$ cat config.mk
export PLATFORM = sky130hd
export DESIGN_NAME = stream_target_terminator_matcher
export DESIGN_NICKNAME = d
export VERILOG_FILES = /design/src/design/sttm_pkg.sv /design/src/design/sttm_cell.sv /design/src/design/stream_target_terminator_matcher.sv
export SDC_FILE = /design/constraint.sdc
export NUM_CORES = 1
export LEC_CHECK = 0
export ABC_AREA = 1
export BUFFER_PORTS_ARGS = -buffer_cell sky130_fd_sc_hd__clkbuf_2
export CAP_MARGIN = 15
export CORE_MARGIN = 2
export CORE_UTILIZATION = 54
export CTS_CLUSTER_DIAMETER = 150
export DETAILED_ROUTE_END_ITERATION = 16
export PLACE_DENSITY = 0.8
export SYNTH_ARGS = -nofsm -noshare
export SYNTH_HDL_FRONTEND = slang
export SYNTH_SLANG_ARGS = --single-unit
export TNS_END_PERCENT = 50
$ cat constraint.sdc
create_clock -name clk -period 4.5 [get_ports clk]
set_input_delay 0.675 -clock clk [delete_from_list [all_inputs] [get_ports clk]]
set_output_delay 0.675 -clock clk [all_outputs]
set_load 0.005 [all_outputs]
$ cat src/design/sttm_pkg.sv
// Shared types, codes and helpers of the stream target/terminator matcher.
package sttm_pkg;

  localparam int MAX_PATTERN = 8;
  localparam int LEN_W       = 4;
  localparam int BYTE_W      = 8;
  localparam int PAT_W       = 64;

  typedef enum logic [1:0] {
    CMD_START   = 2'd0,
    CMD_DATA    = 2'd1,
    CMD_TIMEOUT = 2'd2,
    CMD_NONE    = 2'd3
  } cmd_t;

  typedef enum logic [1:0] {
    OUT_FOUND   = 2'd0,
    OUT_TERM    = 2'd1,
    OUT_TIMEOUT = 2'd2,
    OUT_RSVD    = 2'd3
  } outcome_t;

  typedef enum logic [1:0] {
    REG_TARGET_BYTES = 2'd0,
    REG_TARGET_LEN   = 2'd1,
    REG_TERM_BYTES   = 2'd2,
    REG_TERM_LEN     = 2'd3
  } reg_idx_t;

  // Broadcast step controls from the top level to every cell.
  typedef struct packed {
    logic start;     // reload both tokens at position zero
    logic tgt_adv;   // target token moves this cycle
    logic term_adv;  // terminator token moves this cycle
    logic tgt_any;   // some cell saw a target hit
    logic term_any;  // some cell saw a terminator hit
    logic tgt_eq0;   // byte equals first target byte
  } cell_ctl_t;

  // Per-cell compare status back to the top level.
  typedef struct packed {
    logic tgt_eq;
    logic tgt_hit;
    logic tgt_done;
    logic term_hit;
    logic term_done;
  } cell_stat_t;

  // Saturate a programmed length to the pattern depth.
  function automatic logic [LEN_W-1:0] sat_len(input logic [LEN_W-1:0] len,
                                               input logic [LEN_W-1:0] max_len);
    sat_len = (len > max_len) ? max_len : len;
  endfunction

endpackage

$ cat src/design/sttm_cell.sv
// One pattern position: holds the target and terminator tokens for its slot.
module sttm_cell #(
  parameter int IDX = 0
) (
  input  logic                          clk,
  input  logic                          rst_n,
  input  sttm_pkg::cell_ctl_t           ctl,
  input  logic [sttm_pkg::BYTE_W-1:0]   data_byte,
  input  logic [sttm_pkg::BYTE_W-1:0]   tgt_byte,
  input  logic [sttm_pkg::BYTE_W-1:0]   term_byte,
  input  logic [sttm_pkg::LEN_W-1:0]    tgt_len,
  input  logic [sttm_pkg::LEN_W-1:0]    term_len,
  input  logic                          prev_tgt_hit,
  input  logic                          prev_term_hit,
  output sttm_pkg::cell_stat_t          stat
);

  localparam logic [sttm_pkg::LEN_W-1:0] POS_NEXT = sttm_pkg::LEN_W'(IDX + 1);
  localparam logic                       IS_HEAD  = (IDX == 0);
  localparam logic                       IS_SECOND = (IDX == 1);

  logic tgt_tok_r, tgt_tok_nxt;
  logic term_tok_r, term_tok_nxt;
  logic tgt_eq, term_eq;
  logic tgt_restart;

  assign tgt_eq  = (data_byte == tgt_byte);
  assign term_eq = (data_byte == term_byte);

  assign stat.tgt_eq    = tgt_eq;
  assign stat.tgt_hit   = tgt_tok_r & tgt_eq;
  assign stat.tgt_done  = tgt_tok_r & tgt_eq & (POS_NEXT >= tgt_len);
  assign stat.term_hit  = term_tok_r & term_eq;
  assign stat.term_done = term_tok_r & term_eq & (POS_NEXT >= term_len);

  // On a target miss, restart at one if the byte opens the target, else at zero.
  assign tgt_restart = (IS_HEAD & ~ctl.tgt_eq0) | (IS_SECOND & ctl.tgt_eq0);

  always_comb begin
    tgt_tok_nxt  = tgt_tok_r;
    term_tok_nxt = term_tok_r;
    if (ctl.start) begin
      tgt_tok_nxt  = IS_HEAD;
      term_tok_nxt = IS_HEAD;
    end else begin
      if (ctl.term_adv) begin
        term_tok_nxt = ctl.term_any ? prev_term_hit : IS_HEAD;
      end
      if (ctl.tgt_adv) begin
        tgt_tok_nxt = ctl.tgt_any ? prev_tgt_hit : tgt_restart;
      end
    end
  end

  always_ff @(posedge clk) begin
    if (!rst_n) begin
      tgt_tok_r  <= IS_HEAD;
      term_tok_r <= IS_HEAD;
    end else begin
      tgt_tok_r  <= tgt_tok_nxt;
      term_tok_r <= term_tok_nxt;
    end
  end

endmodule

$ cat src/design/stream_target_terminator_matcher.sv
// Top level: searches a byte stream for a target string, stopping on a terminator.
// A result is registered into the output register, or into the skid entry when that is busy.
// Throughput: one input transfer per cycle while the skid entry is empty; the one-hot token
// row in the cells steps on every byte, and a two-entry output buffer keeps input flowing.
// Reset (synchronous, rst_n low): idle, both match positions at zero, all config
// registers zero, output buffer empty.
module stream_target_terminator_matcher #(
  parameter int MAX_PATTERN = sttm_pkg::MAX_PATTERN
) (
  input  logic        clk,
  input  logic        rst_n,
  // input stream
  input  logic        in_tvalid,
  output logic        in_tready,
  input  logic [7:0]  in_tdata,   // [7:0] data_byte
  input  logic [1:0]  in_tuser,   // [1:0] cmd
  // result stream
  output logic        out_tvalid,
  input  logic        out_tready,
  output logic [7:0]  out_tdata,  // [1:0] outcome, [7:2] zero
  // configuration port
  input  logic        cfg_psel,
  input  logic        cfg_penable,
  input  logic        cfg_pwrite,
  input  logic [4:0]  cfg_paddr,
  input  logic [63:0] cfg_pwdata,
  output logic [63:0] cfg_prdata,
  output logic        cfg_pready
);

  localparam int LW = sttm_pkg::LEN_W;
  localparam int BW = sttm_pkg::BYTE_W;
  localparam logic [LW-1:0] MAX_LEN = LW'(MAX_PATTERN);

  // ---------------------------------------------------------------------------
  // Configuration registers; 64-bit registers sit at 8-byte strides.
  // ---------------------------------------------------------------------------
  logic [sttm_pkg::PAT_W-1:0] target_bytes_r;
  logic [LW-1:0]              target_len_r;
  logic [sttm_pkg::PAT_W-1:0] term_bytes_r;
  logic [LW-1:0]              term_len_r;
  logic                       cfg_wr;
  sttm_pkg::reg_idx_t         cfg_idx;

  assign cfg_pready = 1'b1;
  assign cfg_wr     = cfg_psel & cfg_penable & cfg_pwrite & cfg_pready;
  assign cfg_idx    = sttm_pkg::reg_idx_t'(cfg_paddr[4:3]);

  always_ff @(posedge clk) begin
    if (!rst_n) begin
      target_bytes_r <= '0;
      target_len_r   <= '0;
      term_bytes_r   <= '0;
      term_len_r     <= '0;
    end else if (cfg_wr) begin
      unique case (cfg_idx)
        sttm_pkg::REG_TARGET_BYTES: target_bytes_r <= cfg_pwdata;
        sttm_pkg::REG_TARGET_LEN:   target_len_r   <= cfg_pwdata[LW-1:0];
        sttm_pkg::REG_TERM_BYTES:   term_bytes_r   <= cfg_pwdata;
        sttm_pkg::REG_TERM_LEN:     term_len_r     <= cfg_pwdata[LW-1:0];
        default: ;
      endcase
    end
  end

  always_comb begin
    unique case (cfg_idx)
      sttm_pkg::REG_TARGET_BYTES: cfg_prdata = target_bytes_r;
      sttm_pkg::REG_TARGET_LEN:   cfg_prdata = {{(64-LW){1'b0}}, target_len_r};
      sttm_pkg::REG_TERM_BYTES:   cfg_prdata = term_bytes_r;
      sttm_pkg::REG_TERM_LEN:     cfg_prdata = {{(64-LW){1'b0}}, term_len_r};
      default:                    cfg_prdata = '0;
    endcase
  end

  // Lengths above the cell count saturate to it.
  logic [LW-1:0] tgt_len, term_len;
  assign tgt_len  = sttm_pkg::sat_len(target_len_r, MAX_LEN);
  assign term_len = sttm_pkg::sat_len(term_len_r, MAX_LEN);

  // ---------------------------------------------------------------------------
  // Input decode and search control.
  // ---------------------------------------------------------------------------
  logic               searching_r, searching_nxt;
  logic               in_xfer;
  sttm_pkg::cmd_t     cmd;
  logic               is_start, byte_step, is_timeout;
  logic               term_on, tgt_zero;
  logic               term_fin, tgt_fin;
  logic               push;
  sttm_pkg::outcome_t outcome;

  sttm_pkg::cell_ctl_t  ctl;
  sttm_pkg::cell_stat_t stat [MAX_PATTERN];
  logic [MAX_PATTERN-1:0] tgt_hit_v, tgt_done_v, term_hit_v, term_done_v;

  assign in_xfer    = in_tvalid & in_tready;
  assign cmd        = sttm_pkg::cmd_t'(in_tuser);
  assign is_start   = in_xfer & (cmd == sttm_pkg::CMD_START);
  assign byte_step  = in_xfer & (cmd == sttm_pkg::CMD_DATA) & searching_r;
  assign is_timeout = in_xfer & (cmd == sttm_pkg::CMD_TIMEOUT) & searching_r;
  assign term_on    = (term_len != '0);
  assign tgt_zero   = (tgt_len == '0);

  // Terminator check comes first and wins a tie with the target.
  assign term_fin = byte_step & term_on & (|term_done_v);
  assign tgt_fin  = byte_step & ~term_fin & (tgt_zero | (|tgt_done_v));

  assign ctl.start    = is_start;
  assign ctl.term_adv = byte_step & term_on;
  assign ctl.tgt_adv  = byte_step & ~term_fin & ~tgt_zero;
  assign ctl.term_any = |term_hit_v;
  assign ctl.tgt_any  = |tgt_hit_v;
  assign ctl.tgt_eq0  = stat[0].tgt_eq;

  always_comb begin
    searching_nxt = searching_r;
    if (is_start) begin
      searching_nxt = ~tgt_zero;
    end else if (term_fin | tgt_fin | is_timeout) begin
      searching_nxt = 1'b0;
    end
  end

  always_ff @(posedge clk) begin
    if (!rst_n) begin
      searching_r <= 1'b0;
    end else begin
      searching_r <= searching_nxt;
    end
  end

  assign push = (is_start & tgt_zero) | term_fin | tgt_fin | is_timeout;

  always_comb begin
    priority if (term_fin) begin
      outcome = sttm_pkg::OUT_TERM;
    end else if (is_timeout) begin
      outcome = sttm_pkg::OUT_TIMEOUT;
    end else begin
      outcome = sttm_pkg::OUT_FOUND;
    end
  end

  // ---------------------------------------------------------------------------
  // Cell row: each cell owns one pattern slot and hands its hit to the next.
  // ---------------------------------------------------------------------------
  genvar gi;
  generate
    for (gi = 0; gi < MAX_PATTERN; gi++) begin : g_cell
      logic prev_tgt_hit, prev_term_hit;
      if (gi == 0) begin : g_head
        assign prev_tgt_hit  = 1'b0;
        assign prev_term_hit = 1'b0;
      end else begin : g_link
        assign prev_tgt_hit  = tgt_hit_v[gi-1];
        assign prev_term_hit = term_hit_v[gi-1];
      end

      sttm_cell #(
        .IDX (gi)
      ) u_cell (
        .clk           (clk),
        .rst_n         (rst_n),
        .ctl           (ctl),
        .data_byte     (in_tdata),
        .tgt_byte      (target_bytes_r[BW*gi +: BW]),
        .term_byte     (term_bytes_r[BW*gi +: BW]),
        .tgt_len       (tgt_len),
        .term_len      (term_len),
        .prev_tgt_hit  (prev_tgt_hit),
        .prev_term_hit (prev_term_hit),
        .stat          (stat[gi])
      );

      assign tgt_hit_v[gi]   = stat[gi].tgt_hit;
      assign tgt_done_v[gi]  = stat[gi].tgt_done;
      assign term_hit_v[gi]  = stat[gi].term_hit;
      assign term_done_v[gi] = stat[gi].term_done;
    end
  endgenerate

  // ---------------------------------------------------------------------------
  // Output register plus skid entry; input stalls only when both hold results.
  // ---------------------------------------------------------------------------
  logic               out_valid_r, out_valid_nxt;
  sttm_pkg::outcome_t out_data_r, out_data_nxt;
  logic               skid_valid_r, skid_valid_nxt;
  sttm_pkg::outcome_t skid_data_r, skid_data_nxt;
  logic               pop;

  assign in_tready  = ~skid_valid_r;
  assign out_tvalid = out_valid_r;
  assign out_tdata  = {6'b0, out_data_r};
  assign pop        = out_valid_r & out_tready;

  always_comb begin
    out_valid_nxt  = out_valid_r;
    out_data_nxt   = out_data_r;
    skid_valid_nxt = skid_valid_r;
    skid_data_nxt  = skid_data_r;
    // Drain: promote the skid entry or empty the output register.
    if (pop) begin
      if (skid_valid_r) begin
        out_data_nxt   = skid_data_r;
        skid_valid_nxt = 1'b0;
      end else begin
        out_valid_nxt = 1'b0;
      end
    end
    // Fill: the output register first, the skid entry when it is busy.
    if (push) begin
      if (!out_valid_nxt) begin
        out_valid_nxt = 1'b1;
        out_data_nxt  = outcome;
      end else begin
        skid_valid_nxt = 1'b1;
        skid_data_nxt  = outcome;
      end
    end
  end

  always_ff @(posedge clk) begin
    if (!rst_n) begin
      out_valid_r  <= 1'b0;
      skid_valid_r <= 1'b0;
    end else begin
      out_valid_r  <= out_valid_nxt;
      skid_valid_r <= skid_valid_nxt;
    end
    out_data_r  <= out_data_nxt;
    skid_data_r <= skid_data_nxt;
  end

endmodule

* After elaboration in Yosys (flattened, before gate mapping)
Index checks and enable logic that the tools add are counted.
Cells by class: add/sub/neg operators 0, $mul 0, divide/modulo/power cells 0, order comparisons 18, equality and inequality tests 21, shift operators 0, multiplexer cells 33, bitwise logic cells 58, reductions and logical operators 15
Operators with widths (number):
- $pmux W64 S4 | 1
- $eq A8 B8 Y1 | 16
- $and A1 B1 Y1 | 47
- $ge A3 B4 Y1 const A | 8
- $reduce_or A8 Y1 | 4
- $mux W1 | 24
- $ge A2 B4 Y1 const A | 4
- $mux W2 | 6
- $reduce_and A2 Y1 | 5
- $ge A1 B4 Y1 const A | 2
- $ge A4 B4 Y1 const A | 2
- $gt A4 B4 Y1 const B | 2
- $mux W4 | 2
- $eq A2 B2 Y1 const B | 3
- $or A1 B1 Y1 | 6
- $not A1 Y1 | 5
- $eq A2 B1 Y1 const B | 2
- $logic_not A2 Y1 | 2
- $logic_not A4 Y1 | 1
- $reduce_bool A4 Y1 | 1
- $reduce_bool A2 Y1 | 1
- $reduce_or A2 Y1 | 1
Word-level totals: bits in registers 159, latch bits 0, memory bits (writable) 0, memory bits (read-only) 0, input port bits 86, word-level logic and storage cells 170, memories 0

* Depth between registers and ports, before layout
Gate-level depths: netlist of the first run.
word-level depth 13, gate-level depth with buffers 18

* Cells and area by module
A second synthesis of the first run with hierarchy kept.
Second synthesis, totals: cell total of the unflattened synthesis 1371, area total of the unflattened synthesis 9137.5 sq um
By module, submodules not included:
- stream_target_terminator_matcher | instances 1, cells an instance 794, area an instance 6024.5 sq um, sequential area each 2882.8 sq um
- sttm_cell at g_cell[1].u_cell | instances 1, cells an instance 76, area an instance 406.6 sq um, sequential area each 40.0 sq um
- sttm_cell at g_cell[2].u_cell | instances 1, cells an instance 77, area an instance 397.9 sq um, sequential area each 40.0 sq um
- sttm_cell at g_cell[3].u_cell | instances 1, cells an instance 74, area an instance 394.1 sq um, sequential area each 40.0 sq um
- sttm_cell at g_cell[0].u_cell | instances 1, cells an instance 72, area an instance 391.6 sq um, sequential area each 40.0 sq um
- sttm_cell at g_cell[7].u_cell | instances 1, cells an instance 71, area an instance 386.6 sq um, sequential area each 40.0 sq um
- sttm_cell at g_cell[4].u_cell | instances 1, cells an instance 70, area an instance 384.1 sq um, sequential area each 40.0 sq um
- sttm_cell at g_cell[5].u_cell | instances 1, cells an instance 69, area an instance 382.9 sq um, sequential area each 40.0 sq um
- sttm_cell at g_cell[6].u_cell | instances 1, cells an instance 68, area an instance 369.1 sq um, sequential area each 40.0 sq um

* Worst setup path after synthesis of the first run
No wires, ideal clock.
path type in2reg, from input port in_tdata[4], to register skid_data_r[0], enable pin, library setup time 0.294 ns, arrival time 1.917 ns, path slack 2.289 ns, stages on the path 14, cells stage by stage buf_4 buf_4 xor2_1 nor2_1 nand2_1 nor2_2 nand3_1 nand2_1 nor2_1 nand3_1 nand2_1 nand3_2 nand2_2 inv_1
On the way: word-level cells in the longest chain between the ends 11
Ends and longest elaborated chain:
- start, declared | RTL line stream_target_terminator_matcher.sv:15 | input logic [7:0] in_tdata,
- $eq A8 B8 Y1 | RTL line sttm_cell.sv:28 | assign term_eq = (data_byte == term_byte);
- $and A1 B1 Y1 (2 in a row) | RTL line sttm_cell.sv:34 | assign stat.term_done = term_tok_r & term_eq & (POS_NEXT >= term_len);
- $reduce_or A8 Y1 | RTL line stream_target_terminator_matcher.sv:106 | assign term_fin = byte_step & term_on & (|term_done_v);
- $and A1 B1 Y1 | RTL line stream_target_terminator_matcher.sv:106
- $not A1 Y1 | RTL line stream_target_terminator_matcher.sv:107 | assign tgt_fin = byte_step & ~term_fin & (tgt_zero | (|tgt_done_v));
- $and A1 B1 Y1 (2 in a row) | RTL line stream_target_terminator_matcher.sv:107
- $or A1 B1 Y1 * (2 in a row) | RTL line stream_target_terminator_matcher.sv:133 | assign push = (is_start & tgt_zero) | term_fin | tgt_fin | is_timeout;
- $reduce_and A2 Y1 (no source line) *
- end signal, assigned | RTL line stream_target_terminator_matcher.sv:232 | skid_data_r <= skid_data_nxt;
- end, declared | RTL line stream_target_terminator_matcher.sv:189 | sttm_pkg::outcome_t skid_data_r, skid_data_nxt;
Mark *: on every way between the ends. The rest lies on a longest branch, timed or not. A chain may end at the register's enable or synchronous reset.

* Worst setup path in the final report of the first run
from input port cfg_paddr[4], to output port cfg_prdata[36]
On the way: word-level cells in the longest chain between the ends 2
Ends and longest elaborated chain:
- start, declared | RTL line stream_target_terminator_matcher.sv:25 | input logic [4:0] cfg_paddr,
- $eq A2 B2 Y1, or another cell as far along | RTL line stream_target_terminator_matcher.sv:67 | unique case (cfg_idx)
- $pmux W64 S4 * | RTL line stream_target_terminator_matcher.sv:67
- end, declared | RTL line stream_target_terminator_matcher.sv:27 | output logic [63:0] cfg_prdata,
Marked as above.

==> results of run 1 <==
[logic make-up after synthesis]
| family | count (synthesis) | share of synthesized area [%] |
|---|---|---|
| muxes | 2 | 0.2341 |
| buffers and inverters | 239 | 12.71 |
| and+or+nand+nor | 602 | 27.50 |
| other | 2 | 0.08264 |
| AOI/OAI and AO/OA | 375 | 21.93 |
| xor gates and xnor gates | 23 | 2.299 |
| DFF | 159 | 35.25 |
[worst max-delay path by stage]
stage / to / slack (ns) / cells past startpoint
2_1_floorplan: skid_data_r[0] / 2.29 / 14
3_3_place_gp: skid_data_r[0] / 1.23 / 15
3_5_place_dp: skid_data_r[0] / 1.20 / 15
4_1_cts: cfg_prdata[36] / 1.45 / 7
5_1_grt: cfg_prdata[3] / 1.32 / 9
6_report: cfg_prdata[36] / 1.39 / 7
[power groups by stage]
stage	registers (mW)	clock network, mW	logic [mW]
after floorplan	1.48	0	0.269
after global placement	1.49	0	0.368
after detailed placement	1.49	0	0.372
after CTS	1.46	1.45	0.376
after global routing	1.46	1.51	0.425
final	1.46	1.44	0.385
[layout make-up]
| class | instances | area, um^2 | area share [%] |
|---|---|---|---|
| sequential | 159 | 3203 | 31.26 |
| timing repair buffer | 158 | 835.8 | 8.157 |
| clock buffer | 21 | 470.5 | 4.592 |
| inverter | 152 | 596.8 | 5.825 |
| clock inverter | 11 | 113.9 | 1.111 |
| tap | 220 | 275.3 | 2.687 |
| multi-input combinational | 1009 | 4751 | 46.37 |
[Yosys cell counts (11+ instances only)]
cell type and instances:
dfxtp_1 157, a21oi_1 144, buf_4 11, nor2_1 133, o21ai_0 158, nand2_1 368, buf_6 15, nand4_1 16
nand3_1 33, xor2_1 16, nand2_2 12, clkbuf_1 53, inv_1 140, nor3_1 15, o22ai_1 50
[worst max-delay path: cells and delay by family]
| family | cells | cell delay [ns] |
|---|---|---|
| AOI/OAI and AO/OA | 1 | 0.19 |
| buffers and inverters | 5 | 1.50 |
| and+or+nand+nor | 1 | 0.06 |
[sequential cells by signal, summed over array words and instances (netlist names)]
signal / flops
term_bytes_r: 64
g_cell.u_cell.tgt_tok_r: 8
g_cell.u_cell.term_tok_r: 8
target_bytes_r: 64
out_data_r: 2
target_len_r: 4
term_len_r: 4
skid_data_r: 2
out_tvalid: 1
skid_valid_r: 1
searching_r: 1
[routing by layer]
layer,vias up,global-route usage [%],share of wire [%]
met5,-,0,0
met4,0,12.88,3.4
met3,76,5.594,9.8
met2,491,51.60,46
met1,4356,41.24,41
li1,4743,-,-
[metrics by stage]
step | area [um^2] | worst slack [ns] | util (%) | power, mW
3_3_place_gp | 9642 | 1.230 | 58.35 | 1.855
3_5_place_dp | 9642 | 1.204 | 58.35 | 1.860
5_1_grt | 10250 | 1.317 | 62.00 | 3.390
6_report | 10250 | 1.386 | 62.00 | 3.286
4_1_cts | 10230 | 1.447 | 61.88 | 3.280
2_1_floorplan | 9106 | 2.289 | - | 1.752
[placed cells by master, fill, tap and decap left out, types with 9 or more instances in the layout]
cell type | synthesis | routed
a21oi_1 | 144 | 144
clkbuf_2 | 1 | 149
clkbuf_16 | 0 | 17
dfxtp_1 | 157 | 157
nor3_1 | 15 | 15
nand2_2 | 12 | 13
nand2_1 | 368 | 367
o21ai_0 | 158 | 158
nand3_2 | 9 | 9
nand3_1 | 33 | 33
o22ai_1 | 50 | 50
nand4_1 | 16 | 16
xor2_1 | 16 | 16
inv_1 | 140 | 139
nor2_1 | 133 | 133
==> impl_metrics.toml, run 1 <==
[outcome]
outcome = "finished, final reports clean"

[cells_and_area]
n_antenna_cell = 0
instances_no_fill = 1730
drive_above_1_share_pct = 15.89
nets = 1583
syn_to_final_growth_pct = 12.75
n_fill_cell = 1594

[global_route]
antenna_found_initial = 0
grt_pass1_wl_um = 44400
grt_max_degree = 139
grt-ovfl-total = 0
grt_pass1_vias = 8762
grt_usage_pct = 31.54

[route]
drt.antenna.violating_nets = 0
via_per_inst = 5.587
drt_wl_total_um = 28160
num_vias = 9666
firstDrtPassIters = 5
dr.first_iter.drc_count = 1162
wl_per_cell_um = 16.28
drc = 0

[clocking]
postCtsSetupBuffers = 0
cts_num_sinks = 159
cts_root_buf = "clkbuf_16"
post_cts_resized = 0
clockBufferDepth = 2
htreeDepth = 4
clock_latency_ns = 0.44
cts_tree = "built"
cts_buffers = 17
hold_buffers = 0
clk_pin_slew_ns = 0.06

[critical_path]
r2r_slack_ns = 2.11
cp-end-kind = "output pin"
path_cells = "clkbuf_2 -> nor2_1 -> buf_4 -> inv_2 -> buf_4 -> o21ai_0 -> clkbuf_2"
slowest_stage = "inv_2"
start_kind = "input pin"
cp_max_fo = 33
max_stage_delay_ns = 0.60
r2r-end = "g_cell[2].u_cell.tgt_tok_r"
reg2regPathDepth = 9
startpoint = "cfg_paddr[4]"
r2r-start = "term_len_r[2]"
required_ns = 3.83
cp.arrival_ns = 2.44
critical_path_class = "input pin to output pin"

[synthesis]
synth.distinct_cells = 47
synth_edf_count = 2
synth_top_cell_by_area = "dfxtp_1"
synth_area_per_cell_um2 = 6.482
yosysWarnings = 0
synth-async-reset-ratio_pct = 0
ys_ff_latch = 159
synth_ff_type = "dfxtp_1"
seq_area_frac_synth_pct = 35.25
syn_area_mm2 = 0.009087
synth_cells = 1402
post-synth-top-area-fraction_pct = 34.59
synth.top_cells.by_area = "dfxtp_1 (35%), nand2_1 (15%), o21ai_0 (8.7%)"

[timing]
max_freq_mhz = 321.1
min_period_over_period_pct = 69.20
relSlewSlack_pct = 21.79
worst_pin_slew_ns = 1.173
rsz0062_at_grt = "no"
setup_tns_ns = 0
timing.hold.ws_ns = 0.4805
maxSlewViolCount = 0
skew_ns = 0.01002
final_hold_viol_count = 0
finalCriticalPeriod_ns = 3.114
final-setup-viol-count = 0

[pwr]
vdd_ir_drop_max_uv = 305.0
p_seq_share_pct = 44.3
swShare_pct = 26.51
internal_power_mw = 2.415
power.density_mw_per_mm2 = 320.7
p_leak_nw = 4.546
comb_power_share_pct = 11.7
clkPwrFrac_pct = 44.0
power_switching_uw = 871.0

[min_path]
min_to = "target_bytes_r[5]"
holdPathStages = 3
hp-class = "input pin to register"
hp-start = "cfg_pwdata[5]"

[flow_run]
drv_cap = 0

[placed_design]
dp.cells = 1697
io_buffers = 150
gp_congestion = 0.9236
place_hpwl_um = 18850

[die]
initial_core_util_pct = 54.99
core_mm2 = 0.01652
die_w_um = 133.7
ios = 161
die_area_mm2 = 0.01788
die_y_um = 133.7
placementRows = 47
No activity file was read; power rests on OpenSTA's default activity.
==> inputs of run 2 (changes only) <==
ABC_AREA = 0   (was 1)
CORE_UTILIZATION = 51   (was 54)
clock period = 2.8 ns   (was 4.5 ns; I/O delays follow)
==> run 2 against run 1 <==
  * Total power grew 59%
  * Final cell count is 15% lower
  * Routed wire length is 11% lower
  * Sequential share of layout area shrank 1.1 points
  * Combinational power increased by 36%
  * Critical endpoint is now skid_data_r[0]
  * Die area increased by 3.5%
  * Via count fell by 17%
  * Global-route usage decreased by 4.4 points
  * Utilization fell by 0.23 points
  * First-iteration DRC count fell by 48%
  * Non-clock buffer count grew 42
==> impl_metrics.toml, run 2 <==
[outcome]
outcome = "finished, final reports clean"

[timing]
maxSlewViolCount = 0
final_hold_viol_count = 0
finalWorstSetupSlack_ns = 0.3503
min_period_over_period_pct = 87.49
rsz0062_at_grt = "no"
relSlewSlack_pct = 52.25
skew_ns = 0.008287
finalCriticalPeriod_ns = 2.450
max_freq_mhz = 408.2
final-setup-viol-count = 0
timing.hold.ws_ns = 0.2260
worst_pin_slew_ns = 0.7163
setup_tns_ns = 0

[synthesis]
synth.top_cells.by_area = "dfxtp_1 (35%), nand2_1 (12%), xnor2_1 (12%)"
yosysMostFrequentCell = "nand2_1"
synth_area_per_cell_um2 = 8.162
synth-async-reset-ratio_pct = 0
synth_edf_count = 2
ys_ff_latch = 159
seq_area_frac_synth_pct = 36.04
synth_top_cell_by_area = "dfxtp_1"
synth.distinct_cells = 51
syn_area_mm2 = 0.008889
synth_cells = 1089
ys_top_cells_by_count = "nand2_1 (285), dfxtp_1 (157), a21boi_0 (129)"
synth_ff_type = "dfxtp_1"
yosysWarnings = 0
post-synth-top-area-fraction_pct = 35.36

[critical_path]
cp.arrival_ns = 2.56
start_kind = "register"
critPathBufInv = 0
cp-end-kind = "register"
path_cells = "xnor2_1 -> nand4_1 -> o41ai_1 -> o21ai_1 -> a31oi_1 -> a211oi_1 -> and2_1 -> nor3_1"
reg2regPathDepth = 8
worst-path-stages = 8
slowest_stage = "o41ai_1"
critical_path_class = "register to register"
cp_max_fo = 4
crit_family = "compound AO/OA/AOI/OAI gates"
required_ns = 2.91
max_stage_delay_ns = 0.39

[global_route]
grt_pass1_vias = 7693
grt_usage_pct = 27.19
grt_pass1_wl_um = 39010
grt-ovfl-total = 0
grt_max_degree = 62
antenna_found_initial = 0

[route]
drt.antenna.violating_nets = 0
drt_wl_total_um = 24950
via_per_inst = 5.493
firstDrtPassIters = 7
drc = 0
wl_per_cell_um = 16.99
dr.max_layer_used = "met4"
drt-met1-wl_um = 10620
dr.first_iter.drc_count = 599
wl_met3_um = 1703
wl_met2_um = 11970
num_vias = 8063

[cells_and_area]
instances_no_fill = 1468
mostFrequentLayoutCells = "nand2_1 (285), dfxtp_1 (157), clkbuf_2 (148)"
final_common_cell = "nand2_1"
nets = 1316
largestRegisters = "target_bytes_r: 64 flops, term_bytes_r: 64 flops"
drive_above_1_share_pct = 19.87
n_fill_cell = 1463
syn_to_final_growth_pct = 19.38
n_antenna_cell = 0

[clocking]
clock_latency_ns = 0.44
postCtsSetupBuffers = 0
post_cts_resized = 0
cts_tree = "built"
htreeDepth = 4
clockBufferDepth = 2
cts_root_buf = "clkbuf_16"
cts_buffers = 17
cts_num_sinks = 159
clk_pin_slew_ns = 0.07
hold_buffers = 0

[die]
die_y_um = 136.0
die_area_mm2 = 0.01850
placementRows = 48
core_mm2 = 0.01718
ios = 161
die_w_um = 136.0
initial_core_util_pct = 51.75

[pwr]
power_switching_mw = 1.290
p_seq_share_pct = 44.4
p_total_mw = 5.218
comb_power_share_pct = 10.0
internal_power_mw = 3.928
power.density_mw_per_mm2 = 491.7
swShare_pct = 24.73
p_leak_nw = 4.052
vdd_ir_drop_max_uv = 469.7
clkPwrFrac_pct = 45.5

[placed_design]
dpl_worst_slack_ns = -0.02526
gp_congestion = 0.8670
place_hpwl_um = 17170
io_buffers = 150
dp.cells = 1436

[min_path]
hp-class = "input pin to register"
holdPathStages = 3

[flow_run]
drv_cap = 0
[run 2: layout make-up]
class	count	area [um^2]	area share (%)
timing repair buffer	200	1254	11.81
clock buffer	22	475.5	4.481
multi-input combinational	844	5240	49.38
clock inverter	10	127.6	1.203
sequential	159	3203	30.19
tap	225	281.5	2.653
inverter	8	30.03	0.2830
[run 2: worst paths after layout]
kind	startpoint	slack, ns	end
max	target_bytes_r[8]	0.35	skid_data_r[0]
min	cfg_pwdata[46]	0.23	target_bytes_r[46]
max reg2reg	target_bytes_r[8]	0.35	skid_data_r[0]
min reg2reg	target_bytes_r[25]	0.49	target_bytes_r[25]
[run 2: logic make-up (layout without fill, tap and decap cells)]
family | after synthesis | count (layout) | synth area share (%)
AOI/OAI and AO/OA | 157 | 157 | 13.12
xor gates and xnor gates | 128 | 128 | 12.87
muxes | 89 | 89 | 10.61
DFF | 159 | 159 | 36.04
and+or+nand+nor | 463 | 463 | 21.82
other | 2 | 7 | 0.08449
buffers and inverters | 91 | 240 | 5.462
[run 2: worst min-delay path, delay by kind of cell]
kind	cells	cell delay [ns]
buffers and inverters	1	0.09
AO/OA/AOI/OAI	1	0.06
AND/OR/NAND/NOR	1	0.04
[run 2: power groups by stage]
stage,logic (mW),clock network (mW),registers [mW]
6_report,0.524,2.38,2.32
5_1_grt,0.560,2.48,2.32
4_1_cts,0.519,2.39,2.32
3_5_place_dp,0.513,0,2.37
3_3_place_gp,0.506,0,2.37
2_1_floorplan,0.340,0,2.36
[run 2: metrics by stage]
stage / instance area [um^2] / utilization, %
after floorplan: 8907 / -
after global placement: 10010 / 58.27
after detailed placement: 10010 / 58.27
after CTS: 10610 / 61.78
after global routing: 10610 / 61.78
final: 10610 / 61.78
[run 2: routing by layer]
layer,vias to the layer above,GRT usage (%)
met2,302,45.45
met3,51,4.922
met1,3842,34.60
met4,0,11.11
met5,-,0
li1,3868,-
